`src/jssg_pkg.sv`:
```
// Shared types and constants for the JTAG scan sequence generator.
// No dependencies; imported by jssg_seq and jtag_scan_sequence_generator.
package jssg_pkg;

   // Default data word width
   localparam int WORD_WIDTH_DEF = 32;

   // Width of the bit-count field and of the step counter
   localparam int BITS_W = 6;

   // Command codes
   localparam logic [1:0] CMD_RESET  = 2'd0;
   localparam logic [1:0] CMD_IR     = 2'd1;
   localparam logic [1:0] CMD_DR     = 2'd2;
   localparam logic [1:0] CMD_UNUSED = 2'd3;

   // TMS patterns, sent LSB first
   localparam int PAT_W = 6;
   localparam logic [PAT_W-1:0] RESET_PAT     = 6'b011111; // 1,1,1,1,1,0
   localparam logic [PAT_W-1:0] IR_HEAD_PAT   = 6'b000110; // 0,1,1,0,0
   localparam logic [PAT_W-1:0] DR_HEAD_PAT   = 6'b000010; // 0,1,0,0
   localparam logic [PAT_W-1:0] DR_PAUSE_PAT  = 6'b000111; // 1,1,1,0,0
   localparam logic [1:0]       TAIL_IDLE_PAT  = 2'b01;    // 1,0
   localparam logic [1:0]       TAIL_PAUSE_PAT = 2'b00;    // 0,0

   // Pattern lengths
   localparam logic [BITS_W-1:0] RESET_LEN    = 6'd6;
   localparam logic [BITS_W-1:0] IR_HEAD_LEN  = 6'd5;
   localparam logic [BITS_W-1:0] DR_HEAD_LEN  = 6'd4;
   localparam logic [BITS_W-1:0] DR_PAUSE_LEN = 6'd5;
   localparam logic [BITS_W-1:0] TAIL_LEN     = 6'd2;

   // One pin step
   typedef struct packed {
      logic tms;
      logic tdi;
      logic run_end;
   } step_type;

endpackage

```
`src/jssg_seq.sv`:
```
// Step sequencer for the JTAG scan sequence generator: header, shift, tail.
// Depends on jssg_pkg.
module jssg_seq #(
   parameter int WORD_WIDTH = jssg_pkg::WORD_WIDTH_DEF
) (
   input  logic                          clock,
   input  logic                          reset,
   input  logic                          start,
   input  logic [1:0]                    command,
   input  logic [WORD_WIDTH-1:0]         data_word,
   input  logic [jssg_pkg::BITS_W-1:0]   word_bits,
   input  logic                          first_word,
   input  logic                          last_word,
   input  logic                          end_in_ir_pause,
   input  logic                          advance,
   output logic                          busy,
   output jssg_pkg::step_type            step
);
   import jssg_pkg::*;

   typedef enum logic [1:0] {S_IDLE, S_HEAD, S_SHIFT, S_TAIL} state_type;

   state_type             state_ff, state_in;
   logic [PAT_W-1:0]      pat_ff, pat_in;
   logic [BITS_W-1:0]     cnt_ff, cnt_in;
   logic [BITS_W-1:0]     bits_ff, bits_in;
   logic [WORD_WIDTH-1:0] data_ff, data_in;
   logic                  last_ff, last_in;
   logic [1:0]            tail_ff, tail_in;
   logic [BITS_W-1:0]     bits_sat;
   logic                  cnt_one;

   // Clamp the bit count to the word width
   assign bits_sat = (word_bits > BITS_W'(WORD_WIDTH)) ? BITS_W'(WORD_WIDTH) : word_bits;
   assign cnt_one  = (cnt_ff == BITS_W'(1));
   assign busy     = (state_ff != S_IDLE);

   // Current step
   always_comb begin
      step = '0;
      case (state_ff)
         S_HEAD: begin
            step.tms     = pat_ff[0];
            step.run_end = cnt_one && (bits_ff == '0) && !last_ff;
         end
         S_SHIFT: begin
            step.tdi     = data_ff[0];
            step.tms     = last_ff && cnt_one;
            step.run_end = cnt_one && !last_ff;
         end
         S_TAIL: begin
            step.tms     = pat_ff[0];
            step.run_end = cnt_one;
         end
         default: step = '0;
      endcase
   end

   // Next state
   always_comb begin
      state_in = state_ff;
      pat_in   = pat_ff;
      cnt_in   = cnt_ff;
      bits_in  = bits_ff;
      data_in  = data_ff;
      last_in  = last_ff;
      tail_in  = tail_ff;
      case (state_ff)
         S_IDLE: begin
            if (start) begin
               if (command == CMD_RESET) begin
                  state_in = S_HEAD;
                  pat_in   = RESET_PAT;
                  cnt_in   = RESET_LEN;
                  bits_in  = '0;
                  last_in  = 1'b0;
               end else if (command == CMD_IR || command == CMD_DR) begin
                  bits_in = bits_sat;
                  last_in = last_word;
                  data_in = data_word;
                  tail_in = (command == CMD_IR && end_in_ir_pause) ? TAIL_PAUSE_PAT
                                                                   : TAIL_IDLE_PAT;
                  if (first_word) begin
                     state_in = S_HEAD;
                     if (command == CMD_IR) begin
                        pat_in = IR_HEAD_PAT;
                        cnt_in = IR_HEAD_LEN;
                     end else if (end_in_ir_pause) begin
                        pat_in = DR_PAUSE_PAT;
                        cnt_in = DR_PAUSE_LEN;
                     end else begin
                        pat_in = DR_HEAD_PAT;
                        cnt_in = DR_HEAD_LEN;
                     end
                  end else if (bits_sat != '0) begin
                     state_in = S_SHIFT;
                     cnt_in   = bits_sat;
                  end else if (last_word) begin
                     state_in = S_TAIL;
                     pat_in   = {{(PAT_W-2){1'b0}}, tail_in};
                     cnt_in   = TAIL_LEN;
                  end
               end
            end
         end
         S_HEAD: begin
            if (advance) begin
               pat_in = pat_ff >> 1;
               cnt_in = cnt_ff - BITS_W'(1);
               if (cnt_one) begin
                  if (bits_ff != '0) begin
                     state_in = S_SHIFT;
                     cnt_in   = bits_ff;
                  end else if (last_ff) begin
                     state_in = S_TAIL;
                     pat_in   = {{(PAT_W-2){1'b0}}, tail_ff};
                     cnt_in   = TAIL_LEN;
                  end else begin
                     state_in = S_IDLE;
                  end
               end
            end
         end
         S_SHIFT: begin
            if (advance) begin
               data_in = data_ff >> 1;
               cnt_in  = cnt_ff - BITS_W'(1);
               if (cnt_one) begin
                  if (last_ff) begin
                     state_in = S_TAIL;
                     pat_in   = {{(PAT_W-2){1'b0}}, tail_ff};
                     cnt_in   = TAIL_LEN;
                  end else begin
                     state_in = S_IDLE;
                  end
               end
            end
         end
         S_TAIL: begin
            if (advance) begin
               pat_in = pat_ff >> 1;
               cnt_in = cnt_ff - BITS_W'(1);
               if (cnt_one) begin
                  state_in = S_IDLE;
               end
            end
         end
         default: state_in = S_IDLE;
      endcase
   end

   // State and working registers
   always_ff @(posedge clock) begin
      if (reset) begin
         state_ff <= S_IDLE;
      end else begin
         state_ff <= state_in;
      end
      pat_ff  <= pat_in;
      cnt_ff  <= cnt_in;
      bits_ff <= bits_in;
      data_ff <= data_in;
      last_ff <= last_in;
      tail_ff <= tail_in;
   end

endmodule

```
`src/jtag_scan_sequence_generator.sv`:
```
// JTAG scan sequence generator: top level with request, response and csr ports.
// Depends on jssg_pkg and jssg_seq.
//
// Usage:
//  - req_*: one request is a scan command (TAP reset, IR shift, DR shift) with
//    one data word. Command 3 is dropped and produces no response.
//  - rsp_*: one response per TCK step, carrying tms and tdi; rsp_run_end marks
//    the last step produced by a request.
//  - csr_*: writes end_in_ir_pause; always ready. Write only while idle.
// Timing:
//  - A request produces up to 39 steps (5 header, 32 bits, 2 tail) at the
//    default word width, one per cycle while rsp takes them. Each step is
//    registered in the sequencer, then in the output register on rsp.
//  - req_ready is high only while the sequencer is idle, so a new request
//    waits until the sequencer has produced every step of the last one; it
//    can be taken while that final step still waits in the output register.
//  - If rsp_valid is high and rsp_ready low, the sequencer holds; no step is lost.
//  - Reset (synchronous) clears the sequencer, the output valid and
//    end_in_ir_pause.
module jtag_scan_sequence_generator #(
   parameter int WORD_WIDTH = jssg_pkg::WORD_WIDTH_DEF
) (
   input  logic                        clock,
   input  logic                        reset,
   input  logic                        req_valid,
   output logic                        req_ready,
   input  logic [1:0]                  req_command,
   input  logic [WORD_WIDTH-1:0]       req_data_word,
   input  logic [jssg_pkg::BITS_W-1:0] req_word_bits,
   input  logic                        req_first_word,
   input  logic                        req_last_word,
   output logic                        rsp_valid,
   input  logic                        rsp_ready,
   output logic                        rsp_tms,
   output logic                        rsp_tdi,
   output logic                        rsp_run_end,
   input  logic                        csr_valid,
   output logic                        csr_ready,
   input  logic                        csr_end_in_ir_pause
);
   import jssg_pkg::*;

   logic     pause_ff, pause_in;
   logic     rsp_valid_ff, rsp_valid_in;
   step_type rsp_step_ff, rsp_step_in;
   step_type step;
   logic     busy;
   logic     start;
   logic     advance;

   assign req_ready = !busy;
   assign start     = req_valid && req_ready;
   assign advance   = busy && (!rsp_valid_ff || rsp_ready);
   assign csr_ready = 1'b1;

   // Step sequencer
   jssg_seq #(
      .WORD_WIDTH (WORD_WIDTH)
   ) u_seq (
      .clock           (clock),
      .reset           (reset),
      .start           (start),
      .command         (req_command),
      .data_word       (req_data_word),
      .word_bits       (req_word_bits),
      .first_word      (req_first_word),
      .last_word       (req_last_word),
      .end_in_ir_pause (pause_ff),
      .advance         (advance),
      .busy            (busy),
      .step            (step)
   );

   // Config register
   assign pause_in = (csr_valid && csr_ready) ? csr_end_in_ir_pause : pause_ff;

   // Output register
   always_comb begin
      rsp_valid_in = rsp_valid_ff;
      rsp_step_in  = rsp_step_ff;
      if (advance) begin
         rsp_valid_in = 1'b1;
         rsp_step_in  = step;
      end else if (rsp_ready) begin
         rsp_valid_in = 1'b0;
      end
   end

   always_ff @(posedge clock) begin
      if (reset) begin
         pause_ff     <= 1'b0;
         rsp_valid_ff <= 1'b0;
      end else begin
         pause_ff     <= pause_in;
         rsp_valid_ff <= rsp_valid_in;
      end
      rsp_step_ff <= rsp_step_in;
   end

   assign rsp_valid   = rsp_valid_ff;
   assign rsp_tms     = rsp_step_ff.tms;
   assign rsp_tdi     = rsp_step_ff.tdi;
   assign rsp_run_end = rsp_step_ff.run_end;

endmodule
```
`config.mk`:
```
export PLATFORM = sky130hd
export DESIGN_NAME = jtag_scan_sequence_generator
export DESIGN_NICKNAME = d
export VERILOG_FILES = /design/src/jssg_pkg.sv /design/src/jssg_seq.sv /design/src/jtag_scan_sequence_generator.sv
export SDC_FILE = /design/constraint.sdc
export NUM_CORES = 1
export LEC_CHECK = 0
export ABC_AREA = 1
export BUFFER_PORTS_ARGS = -buffer_cell sky130_fd_sc_hd__buf_4
export CORE_MARGIN = 8
export CORE_UTILIZATION = 45
export DETAILED_ROUTE_END_ITERATION = 6
export PLACE_DENSITY = 0.66
export SETUP_SLACK_MARGIN = 0.2
export SKIP_LAST_GASP = 1
export SLEW_MARGIN = 5
export SYNTH_ARGS = -nofsm -noshare
export SYNTH_HDL_FRONTEND = slang
export SYNTH_SLANG_ARGS = --single-unit
```
`constraint.sdc`:
```
create_clock -name clock -period 2.6 [get_ports clock]
set_input_delay 0.65 -clock clock [delete_from_list [all_inputs] [get_ports clock]]
set_output_delay 0.65 -clock clock [all_outputs]
set_load 0.02 [all_outputs]
```
**After elaboration in Yosys (flattened, before gate mapping)**

Index checks and enable logic that the tools add are counted.

- Register bits after elaboration: 60
- Bits of input ports: 48
- Output and inout bits: 6

- $add $sub $neg: 1
- Magnitude comparators: 1
- Equal/unequal tests: 20
- Muxes and demuxes: 61
- Bitwise logic cells: 1
- Reduce and logical (&&, ||, !) cells: 28

Operators by type and width:

| operator | count |
|---|---|
| 2-to-1 mux 6 bit | 30 |
| 2-to-1 mux 32 bit | 4 |
| case mux 32 bit (2 select lines) | 1 |
| case mux 6 bit (4 select lines) | 2 |
| 2-to-1 mux 2 bit | 14 |
| AND reduction 9 bit | 2 |
| nonzero test 6 bit | 2 |
| != test 2 x 1 -> 1 bit (second input constant) | 5 |
| != test 2 bit (second input constant) | 5 |
| != test 4 x 3 -> 1 bit (second input constant) | 2 |
| case mux 2 bit (4 select lines) | 1 |
| nonzero test 2 bit | 4 |
| logical AND 1 bit | 7 |
| equality test 2 bit (second input constant) | 3 |
| equality test 6 x 1 -> 1 bit (second input constant) | 1 |
| > comparator 6 bit (second input constant) | 1 |
| logical NOT 6 bit | 1 |
| AND reduction 6 bit | 1 |
| subtractor 6 x 1 -> 6 bit (second input constant) | 1 |
| 2-to-1 mux 1 bit | 5 |
| 2-to-1 mux 5 bit | 1 |
| != test 5 x 3 -> 1 bit (second input constant) | 1 |
| AND reduction 5 bit | 1 |
| equality test 2 x 1 -> 1 bit (second input constant) | 2 |
| 11 further kinds | 15 |

**Logic depth before layout (Yosys ltp)**

Gate-level depths: netlist (run 1).

- Depth in word-level cells: 10
- Depth in mapped cells: 13
- Gate-level depth less buffers: 13

**Hierarchy**

From an unflattened synthesis (run 1), not the netlist that was laid out.

- Cell total of the unflattened synthesis: 368
- Area total of the unflattened synthesis: 3169.3 um2

By module, submodules not included:

| module | times used | cells each | area an instance (um2) |
|---|---|---|---|
| jssg_seq | 1 | 350 | 2979.1 |
| jtag_scan_sequence_generator | 1 | 18 | 190.2 |

**Least setup slack after synthesis (run 1)**

Ideal clock, no wire load.

- Path type: input -> register
- From: input req_command[0]
- To: register u_seq.data_ff[0], enable pin
- Setup time: 0.387 ns
- Arrival: 1.938 ns
- Required time: 2.213 ns
- Slack: 0.275 ns
- Stages: 8
- Path buffers: 1
- Cells stage by stage: inv_1 -> ha_1 -> buf_6 -> inv_2 -> nand2_2 -> nor2_1 -> o21ai_0 -> inv_1

- Word-level cells in the longest chain between the ends: 4
- Elaborated cells between the ends (all ways): 7
- Those cells by class: 4 x eq/ne; 3 x reduce/logical

Ends and longest elaborated chain:

| element | RTL line | source |
|---|---|---|
| start, declared | jtag_scan_sequence_generator.sv:27 | `input logic [1:0] req_command,` |
| equality test 2 x 1 -> 1 bit / equality test 2 bit (equally long branches) | jssg_seq.sv:77 | `end else if (command == CMD_IR \|\| command == CMD_DR) begin` |
| logical OR 1 bit | jssg_seq.sv:77 |  |
| != test 2 x 1 -> 1 bit (no source line) | - |  |
| AND reduction 5 bit (no source line) (*) | - |  |
| end signal, assigned | jssg_seq.sv:162 | `data_ff <= data_in;` |
| end, declared | jssg_seq.sv:27 | `logic [WORD_WIDTH-1:0] data_ff, data_in;` |

Every way passes the cells marked *; elsewhere a longest branch is shown, timed or not.
A chain may end at the register's enable or synchronous reset.

**Final worst setup path (run 1)**

- From: register u_seq.state_ff[0]
- To: output req_ready

- Word-level cells in the longest chain between the ends: 2

Ends and longest elaborated chain:

| element | RTL line | source |
|---|---|---|
| start, declared | jssg_seq.sv:23 | `state_type state_ff, state_in;` |
| start signal, assigned | jssg_seq.sv:157 | `state_ff <= state_in;` |
| nonzero test 2 bit | jssg_seq.sv:36 | `assign busy = (state_ff != S_IDLE);` |
| logical NOT 1 bit | jtag_scan_sequence_generator.sv:51 | `assign req_ready = !busy;` |
| end, declared | jtag_scan_sequence_generator.sv:26 | `output logic req_ready,` |

Every way passes these cells.

==> qor.yml, run 1 <==
holdWs_ns: 0.500
cts_resized: 0
drtIter0Drc: 128
worst_setup_path_end_kind: "output pin"
power.leakage_nw: 1.84
syn_nets: 432
synth.distinct_cells: 33
synth_edf_count: 54
fin_cells: 532
final_cell_mix: "nand2_1, buf_4, edfxtp_1, nor2_1, inv_1"
finClkSkew_ns: 0.00975
start_util_pct: 46.4
vias: 2506
clock.fmax_mhz: 478
hold_violations: 0
yosys_warnings: 0
wirelength_um: 6700
drt_first_pass_iters: 4
die_x_um: 99.7
grt_use_total_pct: 14.0
cts_sinks: 58
critPathMaxStageDelay_ns: 0.33
busiest_layer: "met2"
ys_seq_elements: 58
viasPerCell: 4.71
crit_fanout: 6
async_flop_share_pct: 0
root_buffer: "clkbuf_8"
drive_gt1_share_pct: 21.3
max-vdd-ir-drop_mv: 0.858
period_share_pct: 80.4
grtUsageMet3_pct: 5.24
drc: 0
rsz0062_at_grt: "no"
clock_latency_ns: 0.34
critPathArrivalTime_ns: 1.44
relSlewSlack_pct: 60.4
seq_area_sq_mm: 0.00170
total_power_mw: 4.06
tns_ns: 0
cts_setup_buffers: 0
synthFlopType: "edfxtp_1"
gr-total-overflow: 0
crit_required_ns: 1.95
synthToLayoutAreaGrowth_pct: 23.2
setup_violations: 0
grtUsageMet1_pct: 17.5
min_period_ns: 2.09
die_area_sq_mm: 0.00993
wl_per_cell_um: 12.6
status: "completed"
final_area_sq_mm: 0.00388
crit_path_frequent_cell: "buf_4"
routabilityCongestion: 0.880
netlist_area_sq_mm: 0.00315
cp_top_family: "buffers and inverters"
rows: 30
multi_input_area_sq_mm: 0.00125
die_h_um: 99.7
drv_cap: 0
clk_pin_slew_ns: 0.06
crit_type: "reg -> out"
n_antenna_cell: 0
hpwlAfterDp_um: 5080
port_buffers: 52
cts_hold_buffers: 0
mostFrequentLayoutCell: "nand2_1"
h-tree-depth: 3
postSynthAreaPerCell_sq_um: 8.40
ant_nets: 0
cts_tree: "built"
cts_made_buffers: 9
antenna_found_initial: 0
path_buf_inv: 3
nNetsFinal: 488
slowest_stage: "dfxtp_1"
grt_pass1_wl_um: 11100
dpl-instance-area_sq_mm: 0.00363
yosysSeqAreaShare_pct: 54.0
startpoint_type: "flip-flop"
worst_slew_pin_slew_ns: 0.593
min_path_type: "reg -> reg"
power_density_mw_per_mm2: 1050
nFillCells: 637
numPlacedInstances: 516
grt_max_degree: 33
grtUsageMet2_pct: 21.7
synthCells: 375
slew_violations: 0
core-area_sq_mm: 0.00679
ios: 54
clk_path_buf_depth: 2
first_global_vias: 2433
path_cells: "inv_1, ha_1, buf_4, buf_4"
## cells in the mapped netlist, types with 3 or more instances
library cell	instances	area, sq um
o21ai_0	6	30.0
inv_2	7	26.3
buf_6	3	33.8
a21oi_1	8	40.0
inv_1	22	82.6
ha_1	9	113
nor3_1	3	15.0
dfxtp_1	4	80.1
clkbuf_1	3	11.3
nand2_2	3	18.8
edfxtp_1	54	1620
buf_2	5	25.0
nor2_2	3	18.8
nor2_1	28	105
nand3_1	17	85.1
nand2_1	180	676
## kinds of logic after synthesis
family / synth area share (%)
xor+xnor: 0.278
buf+inv: 6.32
simple gates: 31.7
fa+ha+maj: 3.58
mux: 0.318
compound gates: 3.62
other cells: 0.119
flops: 54.0
## routing by layer
metal	vias to the layer above	routed length, um
met5	-	0
met4	0	73
met3	8	347
met2	53	3080
met1	1129	3200
li1	1316	-
## power breakdown
part / leakage (nW) / switching [mW] / internal, mW / total [mW]
registers: 0.549 / 0.125 / 1.47 / 1.59
logic: 1.17 / 0.959 / 0.491 / 1.45
clock network: 0.124 / 0.379 / 0.644 / 1.02
total: 1.84 / 1.46 / 2.60 / 4.06
## worst reg2reg max path, delay by kind of cell, from the launching register on
family | cells | cell delay (ns)
buffers and inverters | 4 | 0.61
flip-flops | 1 | 0.36
AND/OR/NAND/NOR | 5 | 0.48
adder cells (fa/ha/maj) | 1 | 0.30
## sequential cells by signal, summed over array words and instances (netlist names)
signal / flops
rsp_tdi: 1
u_seq.tail_ff: 1
u_seq.bits_ff: 6
rsp_run_end: 1
pause_ff: 1
u_seq.last_ff: 1
rsp_tms: 1
u_seq.state_ff: 2
u_seq.cnt_ff: 6
rsp_valid: 1
u_seq.pat_ff: 5
u_seq.data_ff: 32
## final timing paths
path,from,end,slack (ns),depth (start not counted)
worst max-delay path,u_seq.state_ff[0],req_ready,0.51,4
worst min-delay path,rsp_valid,rsp_valid,0.50,2
worst max register to register,u_seq.state_ff[0],u_seq.pat_ff[1],0.58,10
worst min register to register,rsp_valid,rsp_valid,0.50,2
## per-stage QoR
step | worst slack, ns | utilization (%)
4_1_cts | 0.483 | 57.1
5_1_grt | 0.382 | 57.1
6_report | 0.509 | 57.1
3_5_place_dp | 0.361 | 53.5
3_3_place_gp | 0.406 | 53.5
2_1_floorplan | 0.275 | -
## final cells by class
class / instances / share of cell area [%]
clock inverters: 7 / 3.22
repair buffers: 57 / 11.3
clock buffers: 9 / 3.19
flip-flops and latches: 58 / 43.8
inverters: 31 / 3.13
multi-input cells: 274 / 32.2
well taps: 96 / 3.09
No activity file was read; power rests on OpenSTA's default activity.
==> run 2: changes to the inputs <==
- ABC_AREA: 1 -> 0
- PLACE_DENSITY: 0.66 -> 0.67
- clock period: 2.6 -> 2.1 ns (I/O delays scaled with it)
==> qor.yml, run 2 <==
crit_path_frequent_cell: "or4_4"
intPower_mw: 3.15
die_h_um: 97.9
status: "completed"
cts_sinks: 58
critPathMaxStageDelay_ns: 0.56
dpl-instance-area_sq_mm: 0.00370
path_buf_inv: 0
synthToLayoutAreaGrowth_pct: 32.4
setup_violations: 0
rows: 30
nNetsFinal: 370
wl_per_cell_um: 16.8
clk_path_buf_depth: 2
synthCells: 239
crit_type: "reg -> reg"
fin_cells: 396
final_cell_mix: "buf_4, edfxtp_1, mux2_1, nor2_1, clkbuf_8"
rsz0062_at_grt: "yes"
min_period_ns: 2.04
port_buffers: 52
ant_nets: 0
slew_violations: 0
p_switching_mw: 1.61
grt_pass1_wl_um: 10700
synth.distinct_cells: 57
ios: 54
cp_top_family: "simple AND/OR/NAND/NOR gates"
grt_use_total_pct: 14.1
routabilityCongestion: 0.832
drt_first_pass_iters: 4
worst_setup_path_end_kind: "flip-flop"
mostFrequentLayoutCell: "buf_4"
drtIter0Drc: 106
root_buffer: "clkbuf_8"
postSynthAreaPerCell_sq_um: 12.6
die_area_sq_mm: 0.00958
drv_cap: 0
power_frac_clock_pct: 19.6
reg_top3: "u_seq.data_ff (32), u_seq.bits_ff (6), u_seq.cnt_ff (6)"
clk_pin_slew_ns: 0.06
period_share_pct: 97.1
synth_common_cells: "edfxtp_1, mux2_1, nor2_1"
reg2reg_depth: 4
gr-total-overflow: 0
hold_violations: 0
finClkSkew_ns: 0.00810
seq_area_sq_mm: 0.00170
cp.depth: 4
hpwlAfterDp_um: 4820
preCtsSetupSlack_ns: -0.0259
path_cells: "or4_4, or4_4, a21oi_4, o22ai_1"
critPathArrivalTime_ns: 2.12
power_frac_comb_pct: 41.1
crit_required_ns: 2.18
clock_latency_ns: 0.33
max-vdd-ir-drop_mv: 0.446
min_path_cells: 2
h-tree-depth: 3
die_x_um: 97.9
wirelength_um: 6650
syn_nets: 296
slowest_stage: "or4_4"
synth.most_common_cell: "edfxtp_1"
crit_fanout: 3
cts_made_buffers: 9
synthTopCellsByArea: "edfxtp_1, mux2_1, ha_1, dfxtp_1, nor2_1"
cts_tree: "built"
top_register: "u_seq.data_ff"
netlist_area_sq_mm: 0.00302
multi_input_area_sq_mm: 0.00141
final_area_sq_mm: 0.00399
async_flop_share_pct: 0
largest_reg_flops: 32
drc: 0
power.leakage_nw: 1.53
min_path_type: "in -> reg"
synth_top_cell_by_area: "edfxtp_1"
synth_edf_count: 54
start_util_pct: 45.4
core-area_sq_mm: 0.00664
synthFlopType: "edfxtp_1"
seq_power_share_pct: 39.3
yosysSeqAreaShare_pct: 56.4
drive_gt1_share_pct: 38.6
setup_ws_ns: 0.0600
viasPerCell: 5.49
yosys_warnings: 0
numPlacedInstances: 381
ys_seq_elements: 58
swShare_pct: 33.9
startpoint_type: "flip-flop"
power_density_mw_per_mm2: 1190
synth_top_area_share_pct: 53.8
clock.fmax_mhz: 490
grt_max_degree: 34
nFillCells: 546
antenna_found_initial: 0
n_antenna_cell: 0
vias: 2174
first_global_vias: 2183
## run 2: power groups by stage
stage | Clock, mW | Sequential (mW) | Combinational, mW
after floorplan | 0 | 1.90 | 1.11
after global placement | 0 | 1.88 | 1.75
after detailed placement | 0 | 1.88 | 1.77
after CTS | 0.952 | 1.86 | 1.83
after global routing | 0.983 | 1.91 | 2.12
final | 0.934 | 1.87 | 1.96
## run 2: repair_timing
action	CTS	global route
hold buffers	0	0
endpoints found under the setup margin	54	86
pin swaps	3	2
gates resized for setup	6	17
setup buffers	1	0
## run 2: worst paths after layout
path / startpoint / endpoint / slack [ns]
worst max-delay path: u_seq.bits_ff[5] / u_seq.pat_ff[2] / 0.06
worst max register to register: u_seq.bits_ff[5] / u_seq.pat_ff[2] / 0.06
worst min-delay path: reset / pause_ff / 0.41
worst min register to register: u_seq.state_ff[1] / u_seq.state_ff[1] / 0.52
## run 2: final cells by class
class / count / area share, %
Tap cell: 80 / 2.51
Multi-Input combinational cell: 158 / 35.3
Inverter: 12 / 1.19
Clock inverter: 5 / 1.19
Clock buffer: 9 / 3.10
Timing Repair Buffer: 74 / 14.1
Sequential cell: 58 / 42.6
## run 2: layer usage
| metal | GRT usage (%) | vias up | part of all wire, % |
|---|---|---|---|
| li1 | - | 1048 | - |
| met1 | 17.8 | 1055 | 47 |
| met2 | 21.4 | 63 | 46 |
| met3 | 4.62 | 8 | 6.4 |
| met4 | 6.12 | 0 | 1.5 |
| met5 | 0 | - | 0 |
## run 2: kinds of logic after synthesis
kind of cell    share of synthesized area, %
compound gates                          10.2
xor+xnor                                1.16
fa+ha+maj                               3.73
buf+inv                                 3.07
flops                                   56.4
mux                                     13.3
other cells                            0.124
simple gates                            12.1
## run 2: stage by stage
step           hold slack (ns)  setup TNS (ns)  utilization [%]  power, mW
6_report                 0.415               0             60.1       4.76
5_1_grt                  0.422               0             60.1       5.01
4_1_cts                  0.403               0             58.8       4.64
3_5_place_dp             0.504          -0.108             55.6       3.65
3_3_place_gp             0.502         -0.0410             55.6       3.62
2_1_floorplan            0.467               0                -       3.01
## run 2: worst reg2reg max path, delay by kind of cell, from the launching register on
kind	cells	cell delay [ns]
AOI/OAI and AO/OA	2	0.26
and+or+nand+nor	2	1.10
DFF	1	0.43
==> run 3: changes to the inputs <==
- CORE_UTILIZATION: 45 -> 56
- PLACE_DENSITY: 0.67 -> 0.8
==> qor.yml, run 3 (same netlist as run 2, synthesis figures left out) <==
status: "completed"
grt_use_total_pct: 17.7
startpoint_type: "flip-flop"
multi_input_area_sq_mm: 0.00138
max-vdd-ir-drop_mv: 0.638
n_antenna_cell: 0
numPlacedInstances: 370
reg_top3: "u_seq.data_ff (32), u_seq.bits_ff (6), u_seq.cnt_ff (6)"
period_share_pct: 98.5
rsz0062_at_grt: "yes"
cts_hold_buffers: 0
setup_ws_ns: 0.0313
slew_violations: 0
nFillCells: 346
drv_cap: 0
min_path_cells: 2
cts_sinks: 58
cts_tree: "built"
seq_area_sq_mm: 0.00170
hold_violations: 0
reg2reg_depth: 4
r2r_slack_ns: 0.03
drc: 0
min_period_ns: 2.07
grt_max_degree: 34
start_util_pct: 58.7
clk_pin_slew_ns: 0.06
dpl-instance-area_sq_mm: 0.00370
worst_setup_path_end_kind: "flip-flop"
antenna_found_initial: 0
final_cell_mix: "buf_4, edfxtp_1, mux2_1, nor2_1, clkbuf_8"
holdPathEnd: "pause_ff"
min_path_type: "in -> reg"
hpwlAfterDp_um: 4800
core-area_sq_mm: 0.00514
r2r-end: "u_seq.pat_ff[1]"
tns_ns: 0
wirelength_um: 6800
crit_fanout: 3
holdCritStartpoint: "reset"
clock_latency_ns: 0.33
drive_gt1_share_pct: 37.8
synthToLayoutAreaGrowth_pct: 32.3
cts_made_buffers: 9
total_power_mw: 4.77
mostFrequentLayoutCell: "buf_4"
grt_pass1_wl_um: 10600
first_global_vias: 2260
port_buffers: 52
fin_util_pct: 77.7
h-tree-depth: 3
drtIter0Drc: 174
root_buffer: "clkbuf_8"
die_area_sq_mm: 0.00799
crit_required_ns: 2.18
largest_reg_flops: 32
fin_cells: 390
die_h_um: 89.4
rows: 26
preCtsSetupSlack_ns: -0.0167
clock.fmax_mhz: 483
clk_path_buf_depth: 2
routabilityCongestion: 0.854
holdWs_ns: 0.419
gr-total-overflow: 0
critPathArrivalTime_ns: 2.15
power_density_mw_per_mm2: 1200
drt_first_pass_iters: 4
nNetsFinal: 372
vias: 2243
setup_violations: 0
die_x_um: 89.4
wl_per_cell_um: 17.4
crit_type: "reg -> reg"
viasPerCell: 5.75
finClkSkew_ns: 0.00807
ant_nets: 0
power.leakage_nw: 1.53
r2r_start: "u_seq.bits_ff[5]"
top_register: "u_seq.data_ff"
final_area_sq_mm: 0.00399
ios: 54
==> run 3: cell count changes in the layout (fill, tap and decap cells not counted), moves of 2 or more <==
cell / delta
buf_12: +2
clkbuf_1: +2
clkinv_1: +2
clkinv_2: -2
==> run 3: repair_timing <==
action                                  4_1_cts  5_1_grt
gates resized for setup                       4       14
setup buffers                                 2        2
pin swaps                                     5        5
endpoints found under the setup margin       17       56
==> run 3: area by class of cell <==
cell class	count	area share, %
clock buffer	11	3.29
clock inverter	5	1.13
inverter	12	1.19
multi-input combinational	158	34.6
sequential	58	42.7
tap	70	2.19
timing repair buffer	76	14.9
==> run 3: how the worst max path moves through the flow <==
stage,startpoint,end,cells after the start
3_3_place_gp,req_word_bits[2],u_seq.state_ff[0],5
2_1_floorplan,req_command[1],u_seq.pat_ff[0],7
5_1_grt,u_seq.bits_ff[5],u_seq.cnt_ff[5],6
6_report,u_seq.bits_ff[5],u_seq.pat_ff[1],4
3_5_place_dp,req_word_bits[2],u_seq.state_ff[1],5
4_1_cts,u_seq.bits_ff[5],u_seq.pat_ff[1],4
==> run 3: power by group <==
group          internal, mW  total, mW  switching (mW)  leakage, nW
registers              1.73       1.88           0.151        0.542
clock network         0.532      0.930           0.398       0.0875
logic                 0.906       1.96            1.06        0.901
total                  3.17       4.77            1.60         1.53
==> run 3: metal layers <==
layer	GRT usage [%]	share of wire, %
met2	28.0	47
met1	21.0	43
met4	8.61	2.9
met3	5.88	7.1
met5	0	0
==> run 3: critical path, cell delays in order (launching register included) <==
cell and delay [ns]:
edfxtp_1 0.42, or4_4 0.57, or4_4 0.54, a21oi_4 0.19
o22ai_1 0.10
